[config.mk]
export PLATFORM = sky130hd
export DESIGN_NAME = glyph_coverage_pixel_blend_flat
export DESIGN_NICKNAME = d
export VERILOG_FILES = /design/src/hdl/gcpb_pkg.sv /design/src/hdl/gcpb_if.sv /design/src/hdl/glyph_coverage_pixel_blend.sv /design/src/hdl/gcpb_coverage.sv /design/src/hdl/gcpb_lane.sv /design/src/hdl/gcpb_merge.sv /design/src/flat_wrapper.sv
export SDC_FILE = /design/constraint.sdc
export NUM_CORES = 2
export LEC_CHECK = 0
export ABC_CLOCK_PERIOD_IN_PS = 6700
export BUFFER_PORTS_ARGS = -buffer_cell sky130_fd_sc_hd__buf_2
export CAP_MARGIN = 25
export CORE_MARGIN = 8
export CORE_UTILIZATION = 55
export DETAILED_ROUTE_END_ITERATION = 8
export PLACE_DENSITY = 0.74
export SETUP_SLACK_MARGIN = 0.3
export SYNTH_ARGS = -nofsm -noshare
export SYNTH_HDL_FRONTEND = slang
export SYNTH_SLANG_ARGS = --single-unit
[constraint.sdc]
create_clock -name i_clk -period 6.7 [get_ports i_clk]
set_input_delay 1.005 -clock i_clk [delete_from_list [all_inputs] [get_ports i_clk]]
set_output_delay 1.005 -clock i_clk [all_outputs]
set_load 0.005 [all_outputs]
[src/hdl/gcpb_pkg.sv]
// Shared types, register codes, reset values and arithmetic helpers for the
// glyph coverage pixel blend. No dependencies.
package gcpb_pkg;

    localparam int NSTG    = 8;
    localparam int DIV_STG = 4;
    localparam int COV_STG = DIV_STG + 1;

    localparam int CFG_IW = 2;
    localparam int CFG_DW = 24;

    localparam logic [CFG_IW-1:0] REG_PIXEL_MODE  = 2'd0;
    localparam logic [CFG_IW-1:0] REG_GRAY_LEVELS = 2'd1;
    localparam logic [CFG_IW-1:0] REG_TEXT_RGB    = 2'd2;
    localparam logic [CFG_IW-1:0] REG_OUT_ALPHA   = 2'd3;

    localparam logic [1:0] MODE_MONO = 2'd0;
    localparam logic [1:0] MODE_GRAY = 2'd1;

    localparam logic [1:0]  RST_PIXEL_MODE  = MODE_GRAY;
    localparam logic [8:0]  RST_GRAY_LEVELS = 9'd256;
    localparam logic [23:0] RST_TEXT_RGB    = 24'hE6E6E6;
    localparam logic [7:0]  RST_OUT_ALPHA   = 8'hE8;

    localparam logic [7:0]  COV_FULL     = 8'hFF;
    localparam logic [7:0]  ROUND_HALF   = 8'd127;
    localparam logic [16:0] DIV255_RECIP = 17'h08081;

    typedef logic [NSTG-1:0] t_stage_en;

    typedef struct packed {
        logic [1:0] mode;
        logic [8:0] levels;
    } t_cov_cfg;

    typedef struct packed {
        logic        take;
        logic [15:0] rem;
    } t_div_step;

    function automatic t_div_step div_step(input logic [15:0] rem, input logic [8:0] den,
                                           input logic [2:0] sh);
        logic [16:0] sd;
        logic [16:0] r17;
        t_div_step   res;
        sd  = {8'd0, den} << sh;
        r17 = {1'b0, rem};
        if (r17 >= sd) begin
            res.take = 1'b1;
            res.rem  = 16'(r17 - sd);
        end else begin
            res.take = 1'b0;
            res.rem  = rem;
        end
        return res;
    endfunction

endpackage

[src/hdl/gcpb_if.sv]
// Valid/ready channel interfaces for pixel input and blended pixel output.
// No dependencies.
interface gcpb_in_if;
    logic        valid;
    logic        ready;
    logic [7:0]  src_byte;
    logic [2:0]  bit_index;
    logic [31:0] dest_pixel;

    modport source(output valid, output src_byte, output bit_index, output dest_pixel,
                   input ready);
    modport sink(input valid, input src_byte, input bit_index, input dest_pixel,
                 output ready);
endinterface

interface gcpb_out_if;
    logic        valid;
    logic        ready;
    logic [31:0] out_pixel;

    modport source(output valid, output out_pixel, input ready);
    modport sink(input valid, input out_pixel, output ready);
endinterface

[src/hdl/glyph_coverage_pixel_blend.sv]
// Glyph coverage pixel blend, ARGB8888: top level with configuration registers
// and pipeline flow control. Uses gcpb_pkg, gcpb_if, gcpb_coverage, gcpb_lane, gcpb_merge.
//
// The block takes one pixel per clock unless the output stalls with all stages full, and
// passes each blended pixel through five coverage stages (mode decode plus a four-stage
// gray divider), two stages in each of the three color lanes, and the output
// register. Every stage moves on when the one after it is empty or moving, so
// a stalled output only stops intake once all eight stages hold a pixel.
// Configuration writes take effect at once and are meant for an empty pipeline.
module glyph_coverage_pixel_blend (
    input  logic                       i_clk,
    input  logic                       i_rst_n,
    gcpb_in_if.sink                    i_px,
    gcpb_out_if.source                 o_px,
    input  logic                       i_cfg_we,
    input  logic [gcpb_pkg::CFG_IW-1:0] i_cfg_idx,
    input  logic [gcpb_pkg::CFG_DW-1:0] i_cfg_data
);
    import gcpb_pkg::*;

    logic [1:0]  r_mode;
    logic [8:0]  r_levels;
    logic [23:0] r_rgb;
    logic [7:0]  r_alpha;

    t_stage_en   r_vld;
    t_stage_en   n_vld;
    t_stage_en   ld;
    t_cov_cfg    cov_cfg;
    logic        full;

    logic [7:0]  cov;
    logic [31:0] cov_dest;
    logic [7:0]  red;
    logic [7:0]  green;
    logic [7:0]  blue;

    always_ff @(posedge i_clk) begin
        if (!i_rst_n) begin
            r_mode   <= RST_PIXEL_MODE;
            r_levels <= RST_GRAY_LEVELS;
            r_rgb    <= RST_TEXT_RGB;
            r_alpha  <= RST_OUT_ALPHA;
        end else if (i_cfg_we) begin
            unique case (i_cfg_idx)
                REG_PIXEL_MODE:  r_mode   <= i_cfg_data[1:0];
                REG_GRAY_LEVELS: r_levels <= i_cfg_data[8:0];
                REG_TEXT_RGB:    r_rgb    <= i_cfg_data[23:0];
                REG_OUT_ALPHA:   r_alpha  <= i_cfg_data[7:0];
                default:         r_alpha  <= r_alpha;
            endcase
        end
    end

    always_comb begin
        full = 1'b1;
        ld   = '0;
        for (int i = NSTG - 1; i >= 0; i--) begin
            full  = full & r_vld[i];
            ld[i] = !full || o_px.ready;
        end
    end

    assign n_vld = {r_vld[NSTG-2:0], i_px.valid};

    always_ff @(posedge i_clk) begin
        if (!i_rst_n) begin
            r_vld <= '0;
        end else begin
            r_vld <= (ld & n_vld) | (~ld & r_vld);
        end
    end

    assign i_px.ready = ld[0];
    assign o_px.valid = r_vld[NSTG-1];

    assign cov_cfg.mode   = r_mode;
    assign cov_cfg.levels = r_levels;

    gcpb_coverage u_coverage (
        .i_clk  (i_clk),
        .i_en   (ld[COV_STG-1:0]),
        .i_cfg  (cov_cfg),
        .i_byte (i_px.src_byte),
        .i_bit  (i_px.bit_index),
        .i_dest (i_px.dest_pixel),
        .o_cov  (cov),
        .o_dest (cov_dest)
    );

    gcpb_lane u_lane_r (
        .i_clk (i_clk),
        .i_en  (ld[COV_STG+1:COV_STG]),
        .i_src (r_rgb[23:16]),
        .i_dst (cov_dest[23:16]),
        .i_cov (cov),
        .o_val (red)
    );

    gcpb_lane u_lane_g (
        .i_clk (i_clk),
        .i_en  (ld[COV_STG+1:COV_STG]),
        .i_src (r_rgb[15:8]),
        .i_dst (cov_dest[15:8]),
        .i_cov (cov),
        .o_val (green)
    );

    gcpb_lane u_lane_b (
        .i_clk (i_clk),
        .i_en  (ld[COV_STG+1:COV_STG]),
        .i_src (r_rgb[7:0]),
        .i_dst (cov_dest[7:0]),
        .i_cov (cov),
        .o_val (blue)
    );

    gcpb_merge u_merge (
        .i_clk      (i_clk),
        .i_en       (ld[NSTG-1:COV_STG]),
        .i_dest     (cov_dest),
        .i_cov_zero (cov == 8'd0),
        .i_alpha    (r_alpha),
        .i_red      (red),
        .i_green    (green),
        .i_blue     (blue),
        .o_pixel    (o_px.out_pixel)
    );

endmodule

[src/hdl/gcpb_coverage.sv]
// Coverage unit: mode decode and cap check, then a four-stage restoring
// divider for gray bitmaps, two quotient bits per stage. Uses gcpb_pkg.
module gcpb_coverage (
    input  logic                     i_clk,
    input  logic [gcpb_pkg::COV_STG-1:0] i_en,
    input  gcpb_pkg::t_cov_cfg       i_cfg,
    input  logic [7:0]               i_byte,
    input  logic [2:0]               i_bit,
    input  logic [31:0]              i_dest,
    output logic [7:0]               o_cov,
    output logic [31:0]              o_dest
);
    import gcpb_pkg::*;

    logic [15:0] num;
    logic [8:0]  den;
    logic        mono_bit;
    logic [7:0]  n_c;
    logic        n_div;

    logic [7:0]  r_c    [0:DIV_STG];
    logic        r_div  [0:DIV_STG];
    logic [15:0] r_rem  [0:DIV_STG];
    logic [31:0] r_dest [0:DIV_STG];

    assign num      = {i_byte, 8'd0} - {8'd0, i_byte};
    assign den      = i_cfg.levels - 9'd1;
    assign mono_bit = i_byte[3'd7 - i_bit];

    always_comb begin
        n_c   = '0;
        n_div = 1'b0;
        unique case (i_cfg.mode)
            MODE_MONO: begin
                n_c = mono_bit ? COV_FULL : 8'd0;
            end
            MODE_GRAY: begin
                if (i_cfg.levels > 9'd1) begin
                    if ({1'b0, num} >= {den, 8'd0}) begin
                        n_c = COV_FULL;
                    end else begin
                        n_div = 1'b1;
                    end
                end else begin
                    n_c = (i_byte != 8'd0) ? COV_FULL : 8'd0;
                end
            end
            default: begin
                n_c = '0;
            end
        endcase
    end

    always_ff @(posedge i_clk) begin
        if (i_en[0]) begin
            r_c[0]    <= n_c;
            r_div[0]  <= n_div;
            r_rem[0]  <= num;
            r_dest[0] <= i_dest;
        end
    end

    for (genvar j = 1; j <= DIV_STG; j++) begin : g_div
        localparam int SH_HI = 9 - 2 * j;
        localparam int SH_LO = 8 - 2 * j;
        t_div_step  s_hi;
        t_div_step  s_lo;
        logic [7:0] q;

        always_comb begin
            s_hi = div_step(r_rem[j-1], den, 3'(SH_HI));
            s_lo = div_step(s_hi.rem, den, 3'(SH_LO));
            q    = r_c[j-1];
            if (r_div[j-1]) begin
                q[SH_HI] = s_hi.take;
                q[SH_LO] = s_lo.take;
            end
        end

        always_ff @(posedge i_clk) begin
            if (i_en[j]) begin
                r_c[j]    <= q;
                r_div[j]  <= r_div[j-1];
                r_rem[j]  <= s_lo.rem;
                r_dest[j] <= r_dest[j-1];
            end
        end
    end

    assign o_cov  = r_c[DIV_STG];
    assign o_dest = r_dest[DIV_STG];

endmodule

[src/hdl/gcpb_lane.sv]
// One color channel lane: weighted products, then rounded divide by 255
// through a reciprocal multiply. Uses gcpb_pkg.
module gcpb_lane (
    input  logic       i_clk,
    input  logic [1:0] i_en,
    input  logic [7:0] i_src,
    input  logic [7:0] i_dst,
    input  logic [7:0] i_cov,
    output logic [7:0] o_val
);
    import gcpb_pkg::*;

    logic [15:0] r_ps;
    logic [15:0] r_pd;
    logic [7:0]  r_q;
    logic [16:0] sum;
    logic [33:0] prod;

    always_ff @(posedge i_clk) begin
        if (i_en[0]) begin
            r_ps <= {8'd0, i_src} * {8'd0, i_cov};
            r_pd <= {8'd0, i_dst} * {8'd0, COV_FULL - i_cov};
        end
    end

    assign sum  = {1'b0, r_ps} + {1'b0, r_pd} + {9'd0, ROUND_HALF};
    assign prod = {17'd0, sum} * {17'd0, DIV255_RECIP};

    always_ff @(posedge i_clk) begin
        if (i_en[1]) begin
            r_q <= prod[30:23];
        end
    end

    assign o_val = r_q;

endmodule

[src/hdl/gcpb_merge.sv]
// Merge stage: carries the destination pixel beside the lanes and forms the
// output pixel register from lane results or pass-through. Uses gcpb_pkg.
module gcpb_merge (
    input  logic        i_clk,
    input  logic [2:0]  i_en,
    input  logic [31:0] i_dest,
    input  logic        i_cov_zero,
    input  logic [7:0]  i_alpha,
    input  logic [7:0]  i_red,
    input  logic [7:0]  i_green,
    input  logic [7:0]  i_blue,
    output logic [31:0] o_pixel
);
    import gcpb_pkg::*;

    logic [31:0] r_dest_a;
    logic        r_zero_a;
    logic [31:0] r_dest_b;
    logic        r_zero_b;
    logic [31:0] r_pix;

    always_ff @(posedge i_clk) begin
        if (i_en[0]) begin
            r_dest_a <= i_dest;
            r_zero_a <= i_cov_zero;
        end
        if (i_en[1]) begin
            r_dest_b <= r_dest_a;
            r_zero_b <= r_zero_a;
        end
        if (i_en[2]) begin
            r_pix <= r_zero_b ? r_dest_b : {i_alpha, i_red, i_green, i_blue};
        end
    end

    assign o_pixel = r_pix;

endmodule

[src/flat_wrapper.sv]
// flat-port wrapper written by rule: the top's interface ports become plain ports
module glyph_coverage_pixel_blend_flat import gcpb_pkg::*;
  (i_clk, i_rst_n, i_cfg_we, i_cfg_idx, i_cfg_data, i_px_valid, i_px_src_byte, i_px_bit_index, i_px_dest_pixel, i_px_ready, o_px_valid, o_px_out_pixel, o_px_ready);
  gcpb_in_if i_px_i ();
  gcpb_out_if o_px_i ();
  input  logic i_clk;
  input  logic i_rst_n;
  input  logic i_cfg_we;
  input  logic [gcpb_pkg::CFG_IW-1:0] i_cfg_idx;
  input  logic [gcpb_pkg::CFG_DW-1:0] i_cfg_data;
  input wire logic [$bits(i_px_i.valid)-1:0] i_px_valid;
  input wire logic [$bits(i_px_i.src_byte)-1:0] i_px_src_byte;
  input wire logic [$bits(i_px_i.bit_index)-1:0] i_px_bit_index;
  input wire logic [$bits(i_px_i.dest_pixel)-1:0] i_px_dest_pixel;
  output wire logic [$bits(i_px_i.ready)-1:0] i_px_ready;
  output wire logic [$bits(o_px_i.valid)-1:0] o_px_valid;
  output wire logic [$bits(o_px_i.out_pixel)-1:0] o_px_out_pixel;
  input wire logic [$bits(o_px_i.ready)-1:0] o_px_ready;
  assign i_px_i.valid = i_px_valid;
  assign i_px_i.src_byte = i_px_src_byte;
  assign i_px_i.bit_index = i_px_bit_index;
  assign i_px_i.dest_pixel = i_px_dest_pixel;
  assign i_px_ready = i_px_i.ready;
  assign o_px_valid = o_px_i.valid;
  assign o_px_out_pixel = o_px_i.out_pixel;
  assign o_px_i.ready = o_px_ready;
  glyph_coverage_pixel_blend u_core (.i_clk(i_clk), .i_rst_n(i_rst_n), .i_px(i_px_i), .o_px(o_px_i), .i_cfg_we(i_cfg_we), .i_cfg_idx(i_cfg_idx), .i_cfg_data(i_cfg_data));
endmodule
After elaboration in Yosys (flattened, before gate mapping)
Memories as Yosys holds them, arrays and structs flattened. Cells that the tools add are included.

$add $sub $neg: 18. $mul: 9. Div/mod/pow operators: 0. Magnitude comparators: 11. Equality and inequality tests: 4. Shifts and indexed selects: 0. Multiplexer cells: 33. Bitwise logic cells: 11. Reductions and logical operators: 24.

Operators with widths (number): $mux 17 (8); $mul 8x8->16 (6); $mul 17x16->31 const B (3); $add 16x16->17 (3); $add 17x7->17 const B (3); $mux 32 (1); $mux 8 (4); $ge 16x17->1 (1); $and 8x8->8 (2); $ge 16x10->1 (1); $ge 16x11->1 (1); $ge 16x12->1 (1); $ge 16x13->1 (1); $ge 16x14->1 (1); $ge 16x15->1 (1); $ge 16x16->1 (1); $ge 16x9->1 (1); $pmux 8 s2 (1); $sub 16x10->16 (1); $sub 16x11->16 (1); $sub 16x12->16 (1); $sub 16x13->16 (1); $sub 16x14->16 (1); $sub 16x15->16 (1); other kinds (22) (64).

Register bits: 269. Bits in latches: 0. Bits in writable memories: 285. Memory bits (read-only): 0. Bits of input ports: 74. Output and inout bits: 34. Word-level logic and storage cells: 133. Memories kept: 4.

Memories: u_core.u_coverage.r_dest (depth 5, bits a word 32, rd ports 5, clocked after Yosys merged registers in 0, wr ports 5, RTL line gcpb_coverage.sv:24) `logic [31:0] r_dest [0:DIV_STG];`; u_core.u_coverage.r_rem (depth 5, bits a word 16, rd ports 4, clocked after Yosys merged registers in 0, wr ports 5, RTL line gcpb_coverage.sv:23) `logic [15:0] r_rem [0:DIV_STG];`; u_core.u_coverage.r_c (depth 5, bits a word 8, rd ports 5, clocked after Yosys merged registers in 0, wr ports 5, RTL line gcpb_coverage.sv:21) `logic [7:0] r_c [0:DIV_STG];`; u_core.u_coverage.r_div (depth 5, bits a word 1, rd ports 4, clocked after Yosys merged registers in 0, wr ports 5, RTL line gcpb_coverage.sv:22) `logic r_div [0:DIV_STG];`.

Logic depth before layout (Yosys ltp)
Depth after elaboration: 12. Depth in mapped cells: 28. Gate-level depth less buffers: 28.

Hierarchy
Synthesis repeated with hierarchy kept, for this count alone.

Cells, all modules: 3754. Area total of the unflattened synthesis: 41290.9 µm².

By module, submodules not included: gcpb_coverage (instances 1, cells an instance 980, area each 12992.5 µm², seq. area each 7567.3 µm²); gcpb_lane at u_core.u_lane_b (instances 1, cells an instance 809, area each 7686.1 µm², seq. area each 1201.2 µm²); gcpb_lane at u_core.u_lane_g (instances 1, cells an instance 816, area each 7614.8 µm², seq. area each 1201.2 µm²); gcpb_lane at u_core.u_lane_r (instances 1, cells an instance 797, area each 7599.8 µm², seq. area each 1201.2 µm²); gcpb_merge (instances 1, cells an instance 134, area each 3487.1 µm², seq. area each 2942.8 µm²); glyph_coverage_pixel_blend (instances 1, cells an instance 218, area each 1910.6 µm², seq. area each 1021.0 µm²).

Worst setup path before layout
Ideal clock, no wire load.

Kind: reg-to-reg. Start: reg u_core.u_lane_r.r_ps[1]. End: reg u_core.u_lane_r.r_q[7] (netlist: u_core.u_lane_r.o_val[7]), data pin. Library setup time: 0.266 ns. Arrival time: 5.758 ns. Data required time: 6.434 ns. Path slack: 0.677 ns. Cell stages (with the launch flop): 29. Buffers on the path: 0. Period minus slack after synthesis: 6.023 ns. Path through: edfxtp_1 -> inv_1 -> ha_1 -> inv_1 -> ha_1 -> inv_1 -> fa_1 -> nor2b_1 -> o21ai_0 -> a21boi_0 -> o21ai_0 -> o21ai_0 -> a211o_1 -> a21oi_1 -> xnor2_1 -> ha_1 -> ha_1 -> ha_1 -> ha_1 -> ha_1 -> nand4_1 -> nor2_1 -> inv_1 -> nor4_1 -> a311oi_1 -> o31ai_1 -> a21oi_1 -> nand3b_1 -> xnor2_1.

Word-level cells in the longest chain between the ends: 3.

Ends and longest elaborated chain: from (decl) (RTL line gcpb_lane.sv:13) `logic [15:0] r_ps;`; from (signal assigned) (RTL line gcpb_lane.sv:21) `r_ps <= {8'd0, i_src} * {8'd0, i_cov};`; $add 16x16->17 (RTL line gcpb_lane.sv:26) `assign sum = {1'b0, r_ps} + {1'b0, r_pd} + {9'd0, ROUND_HALF};`; $add 17x7->17 (RTL line gcpb_lane.sv:26); $mul 17x16->31 (RTL line gcpb_lane.sv:27) `assign prod = {17'd0, sum} * {17'd0, DIV255_RECIP};`; net u_core.u_lane_r.prod[30] (RTL line gcpb_lane.sv:17) `logic [33:0] prod;`; to (signal assigned) (RTL line gcpb_lane.sv:31) `r_q <= prod[30:23];`; to (decl) (RTL line gcpb_lane.sv:15) `logic [7:0] r_q;`.

The timed path passes the listed nets, and every way through them passes these cells. A chain may end at the register's enable or synchronous reset.

==> impl_metrics.sql <==
INSERT INTO impl_metrics (metric_group, metric, value, unit) VALUES
('sta', 'post-route-period-util', '89.4', '%'),
('setup_path', 'critPathKind', 'reg -> reg', ''),
('setup_path', 'critical-path-max-stage-delay', '0.51', 'ns'),
('hold_path', 'hold_path_class', 'reg -> reg', ''),
('sta', 'final.setup_skew', '0.0386', 'ns'),
('logic_synthesis', 'syn_nets', '4454', ''),
('setup_path', 'critical_path.reg2reg.startpoint', 'u_core.r_levels[0]', ''),
('logic_synthesis', 'yosys_register_bits', '521', ''),
('clock_tree', 'clockBufferDepth', '3', ''),
('hold_path', 'hold_path_depth', '0', ''),
('sta', 'report.final.slew_viol_count', '0', ''),
('setup_path', 'crit_path_start_kind', 'flop', ''),
('setup_path', 'worst_setup_slack_for_register_to_register_paths', '0.71', 'ns'),
('setup_path', 'delay_heaviest_family_cp', 'compound AO/OA/AOI/OAI gates', ''),
('placement', 'buffer_ports.inserted', '107', ''),
('placement', 'pre_cts_slack', '0.267', 'ns'),
('sta', 'tightest_slew', '0.975', 'ns'),
('clock_tree', 'tritoncts', 'built', ''),
('logic_synthesis', 'syn_area', '39900', 'um^2'),
('finish', 'seq_area', '15100', 'um^2'),
('detailed_routing', 'detail_route.drc_violations', '0', ''),
('clock_tree', 'clock_latency', '0.64', 'ns'),
('setup_path', 'critical_path.reg2reg.endpoint', 'u_core.u_coverage.r_rem[0][31]', ''),
('sta', 'final_report_setup_violation_count', '0', ''),
('sta', 'grt_setup_unrepaired', 'false', ''),
('grt', 'grt_first_pass_wirelength', '135000', 'um'),
('clock_tree', 'cts_made_buffers', '57', ''),
('detailed_routing', 'drt_pre_antenna_iters', '5', ''),
('finish', 'final_cell_mix', 'sky130_fd_sc_hd__ha_1 (604), sky130_fd_sc_hd__edfxtp_1 (470), sky130_fd_sc_hd__inv_1 (434)', ''),
('logic_synthesis', 'yosys_most_used_dff', 'sky130_fd_sc_hd__edfxtp_1', ''),
('floorplan', 'placement_rows', '98', ''),
('finish', 'synthToLayoutAreaGrowth', '9.74', '%'),
('run', 'timing.max_cap.violations', '0', ''),
('finish', 'combined_area_of_the_multi_input_logic_cells', '22900', 'um^2'),
('clock_tree', 'clock-root-buffer', 'sky130_fd_sc_hd__clkbuf_16', ''),
('clock_tree', 'tritoncts_num_sinks', '521', ''),
('placement', 'gp_routability_congestion', '0.888', ''),
('logic_synthesis', 'synth-async-reset-ratio', '0', '%'),
('finish', 'layout.cells.most_common', 'sky130_fd_sc_hd__ha_1', ''),
('finish', 'share_of_cells_above_drive_strength_1', '9.82', '%'),
('sta', 'totalNegativeSetupSlack', '0', 'ns'),
('setup_path', 'worst-endpoint-required', '7.21', 'ns'),
('finish', 'final_nets', '4595', ''),
('finish', 'fill_cells', '5834', ''),
('sta', 'layout_setup_ws', '0.708', 'ns'),
('hold_path', 'min_delay_endpoint', 'u_core.u_coverage.r_dest[0][96]', ''),
('finish', 'insertedDiodeCount', '0', ''),
('setup_path', 'worst_ep_arrival_time', '6.51', 'ns'),
('floorplan', 'die_height', '285', 'um'),
('floorplan', 'die_width', '285', 'um'),
('logic_synthesis', 'yosys_warnings', '0', ''),
('logic_synthesis', 'count_of_distinct_cell_types_in_the_synthesized_netlist', '81', ''),
('clock_tree', 'cts-htree-levels', '2', ''),
('placement', 'place_hpwl', '62400', 'um'),
('floorplan', 'dieArea', '81400', 'um^2'),
('finish', 'post-route-util', '61.1', '%'),
('setup_path', 'worst_r2r_path_depth', '25', ''),
('setup_path', 'critical_path.most_common_cell', 'sky130_fd_sc_hd__ha_1', ''),
('setup_path', 'worst-path-max-fanout', '9', ''),
('outcome', 'run_status', 'completed', ''),
('sta', 'max_freq', '167', 'MHz'),
('hold_path', 'hold_path_startpoint', 'u_core.u_coverage.r_dest[0][64]', ''),
('detailed_routing', 'route.vias.total', '25800', ''),
('grt', 'globalRoute.totalOverflow', '0', ''),
('clock_tree', 'cts.clk_slew.worst_paths', '0.06', 'ns'),
('grt', 'vias_in_the_first_global_route', '26700', ''),
('clock_tree', 'cts-hold-fix-buffers', '0', ''),
('sta', 'hold_viol', '0', ''),
('grt', 'grt_start_max_net_pins', '82', ''),
('setup_path', 'worst_path_bufs_invs', '4', ''),
('floorplan', 'core-area', '71600', 'um^2');
[logic make-up (layout without fill, tap and decap cells)]
logic type	Yosys count	after routing	synth area share [%]
compound gates	456	456	7.46
xor+xnor	174	174	3.82
fa+ha+maj	834	834	30.4
buf+inv	515	704	4.95
flops	521	521	37.9
mux	98	98	2.78
simple gates	952	952	12.7
[synthesized netlist by cell type, drive strengths merged (5+ instances only)]
| cell type | count | share of area, % |
|---|---|---|
| ha | 604 | 19 |
| edfxtp | 470 | 35 |
| inv | 439 | 4.1 |
| fa | 226 | 11 |
| nand2 | 218 | 2.1 |
| nor2b | 155 | 2.4 |
| nor2 | 146 | 1.4 |
| xnor2 | 135 | 3.0 |
| and2 | 117 | 1.8 |
| nand2b | 117 | 1.8 |
| a21oi | 114 | 1.4 |
| o21ai | 102 | 1.3 |
| mux2 | 71 | 2.0 |
| clkbuf | 62 | 0.58 |
| dfxtp | 51 | 2.6 |
| nor3 | 46 | 0.59 |
| nand3 | 45 | 0.58 |
| a21boi | 42 | 0.79 |
| a21o | 42 | 0.79 |
| xor2 | 39 | 0.86 |
| o21a | 38 | 0.72 |
| mux2i | 25 | 0.63 |
| nand4 | 19 | 0.34 |
| nor4 | 17 | 0.27 |
| or3 | 16 | 0.28 |
| and3 | 15 | 0.24 |
| o21bai | 14 | 0.26 |
| or4 | 14 | 0.27 |
| a31oi | 13 | 0.20 |
| buf | 13 | 0.16 |
| o41ai | 13 | 0.29 |
| o31ai | 12 | 0.24 |
| a211oi | 10 | 0.19 |
| o211ai | 9 | 0.17 |
| o31a | 8 | 0.18 |
| or2 | 7 | 0.11 |
| a211o | 6 | 0.13 |
| nand3b | 5 | 0.094 |
| o211a | 5 | 0.13 |
[layer usage]
layer	vias to the layer above	GRT usage (%)	part of all wire, %
met1	12500	26.9	46
met2	533	34.2	46
met5	-	0	0.016
met3	148	3.16	4.7
met4	2	6.00	2.7
li1	12600	-	-
[worst max-delay path by stage]
stage / start / endpoint / depth (start not counted) / slack, ns
6_report: u_core.r_levels[0] / u_core.u_coverage.r_rem[0][31] / 25 / 0.71
5_1_grt: u_core.u_lane_r.r_ps[1] / u_core.u_lane_r.o_val[7] / 28 / 0.30
4_1_cts: u_core.u_lane_r.r_ps[1] / u_core.u_lane_r.o_val[7] / 28 / 0.36
3_5_place_dp: u_core.u_lane_r.r_pd[1] / u_core.u_lane_r.o_val[7] / 28 / 0.27
3_3_place_gp: u_core.u_lane_r.r_ps[1] / u_core.u_lane_r.o_val[7] / 28 / 0.49
2_1_floorplan: u_core.u_lane_r.r_ps[1] / u_core.u_lane_r.o_val[7] / 28 / 0.68
[state kept, by name, summed over array words and instances (netlist names), 9 cells and up, named ones only]
name / flops
u_core.u_coverage.r_dest: 160
u_core.u_lane_r.r_pd: 16
u_core.u_merge.o_pixel: 32
u_core.r_levels: 9
u_core.u_lane_b.r_ps: 16
u_core.r_rgb: 24
u_core.u_coverage.r_c: 24
u_core.u_lane_b.r_pd: 16
u_core.u_merge.r_dest_b: 32
u_core.u_lane_g.r_ps: 16
u_core.u_merge.r_dest_a: 32
u_core.u_lane_r.r_ps: 16
u_core.u_coverage.r_rem: 64
u_core.u_lane_g.r_pd: 16
[final cells by class]
class | instances | area share (%)
clock inverter | 38 | 0.997
inverter | 439 | 3.76
clock buffer | 69 | 3.48
multi-input combinational | 2514 | 52.3
sequential | 521 | 34.6
timing repair buffer | 158 | 2.20
tap | 950 | 2.72
[repair_timing]
action | in CTS | in global routing
resized for setup | 1 | 20
buffers inserted | 0 | 10
pin swaps | 0 | 6
endpoints found under the hold margin | 0 | 0
cloned | 0 | 0
setup endpoints to repair | 2 | 36
[worst reg2reg max path, delay by kind of cell (launching register included)]
kind                     cells  cell delay [ns]
AND/OR/NAND/NOR              6             1.47
buffers and inverters        4             0.57
adder cells (fa/ha/maj)      4             1.26
flip-flops                   1             0.35
multiplexers                 2             0.39
AO/OA/AOI/OAI                8             1.60
XOR/XNOR                     1             0.23
[metrics by stage]
step / std cells / area, um^2 / hold slack (ns)
2_1_floorplan: 3550 / 39900 / 0.400
3_3_place_gp: 4570 / 41600 / 0.401
3_5_place_dp: 4570 / 41600 / 0.405
4_1_cts: 4677 / 43600 / 0.386
5_1_grt: 4689 / 43800 / 0.399
6_report: 4689 / 43800 / 0.389
Power is not shown: default switching activity piles up to over one toggle a cycle in this logic, so the estimate is an artifact.
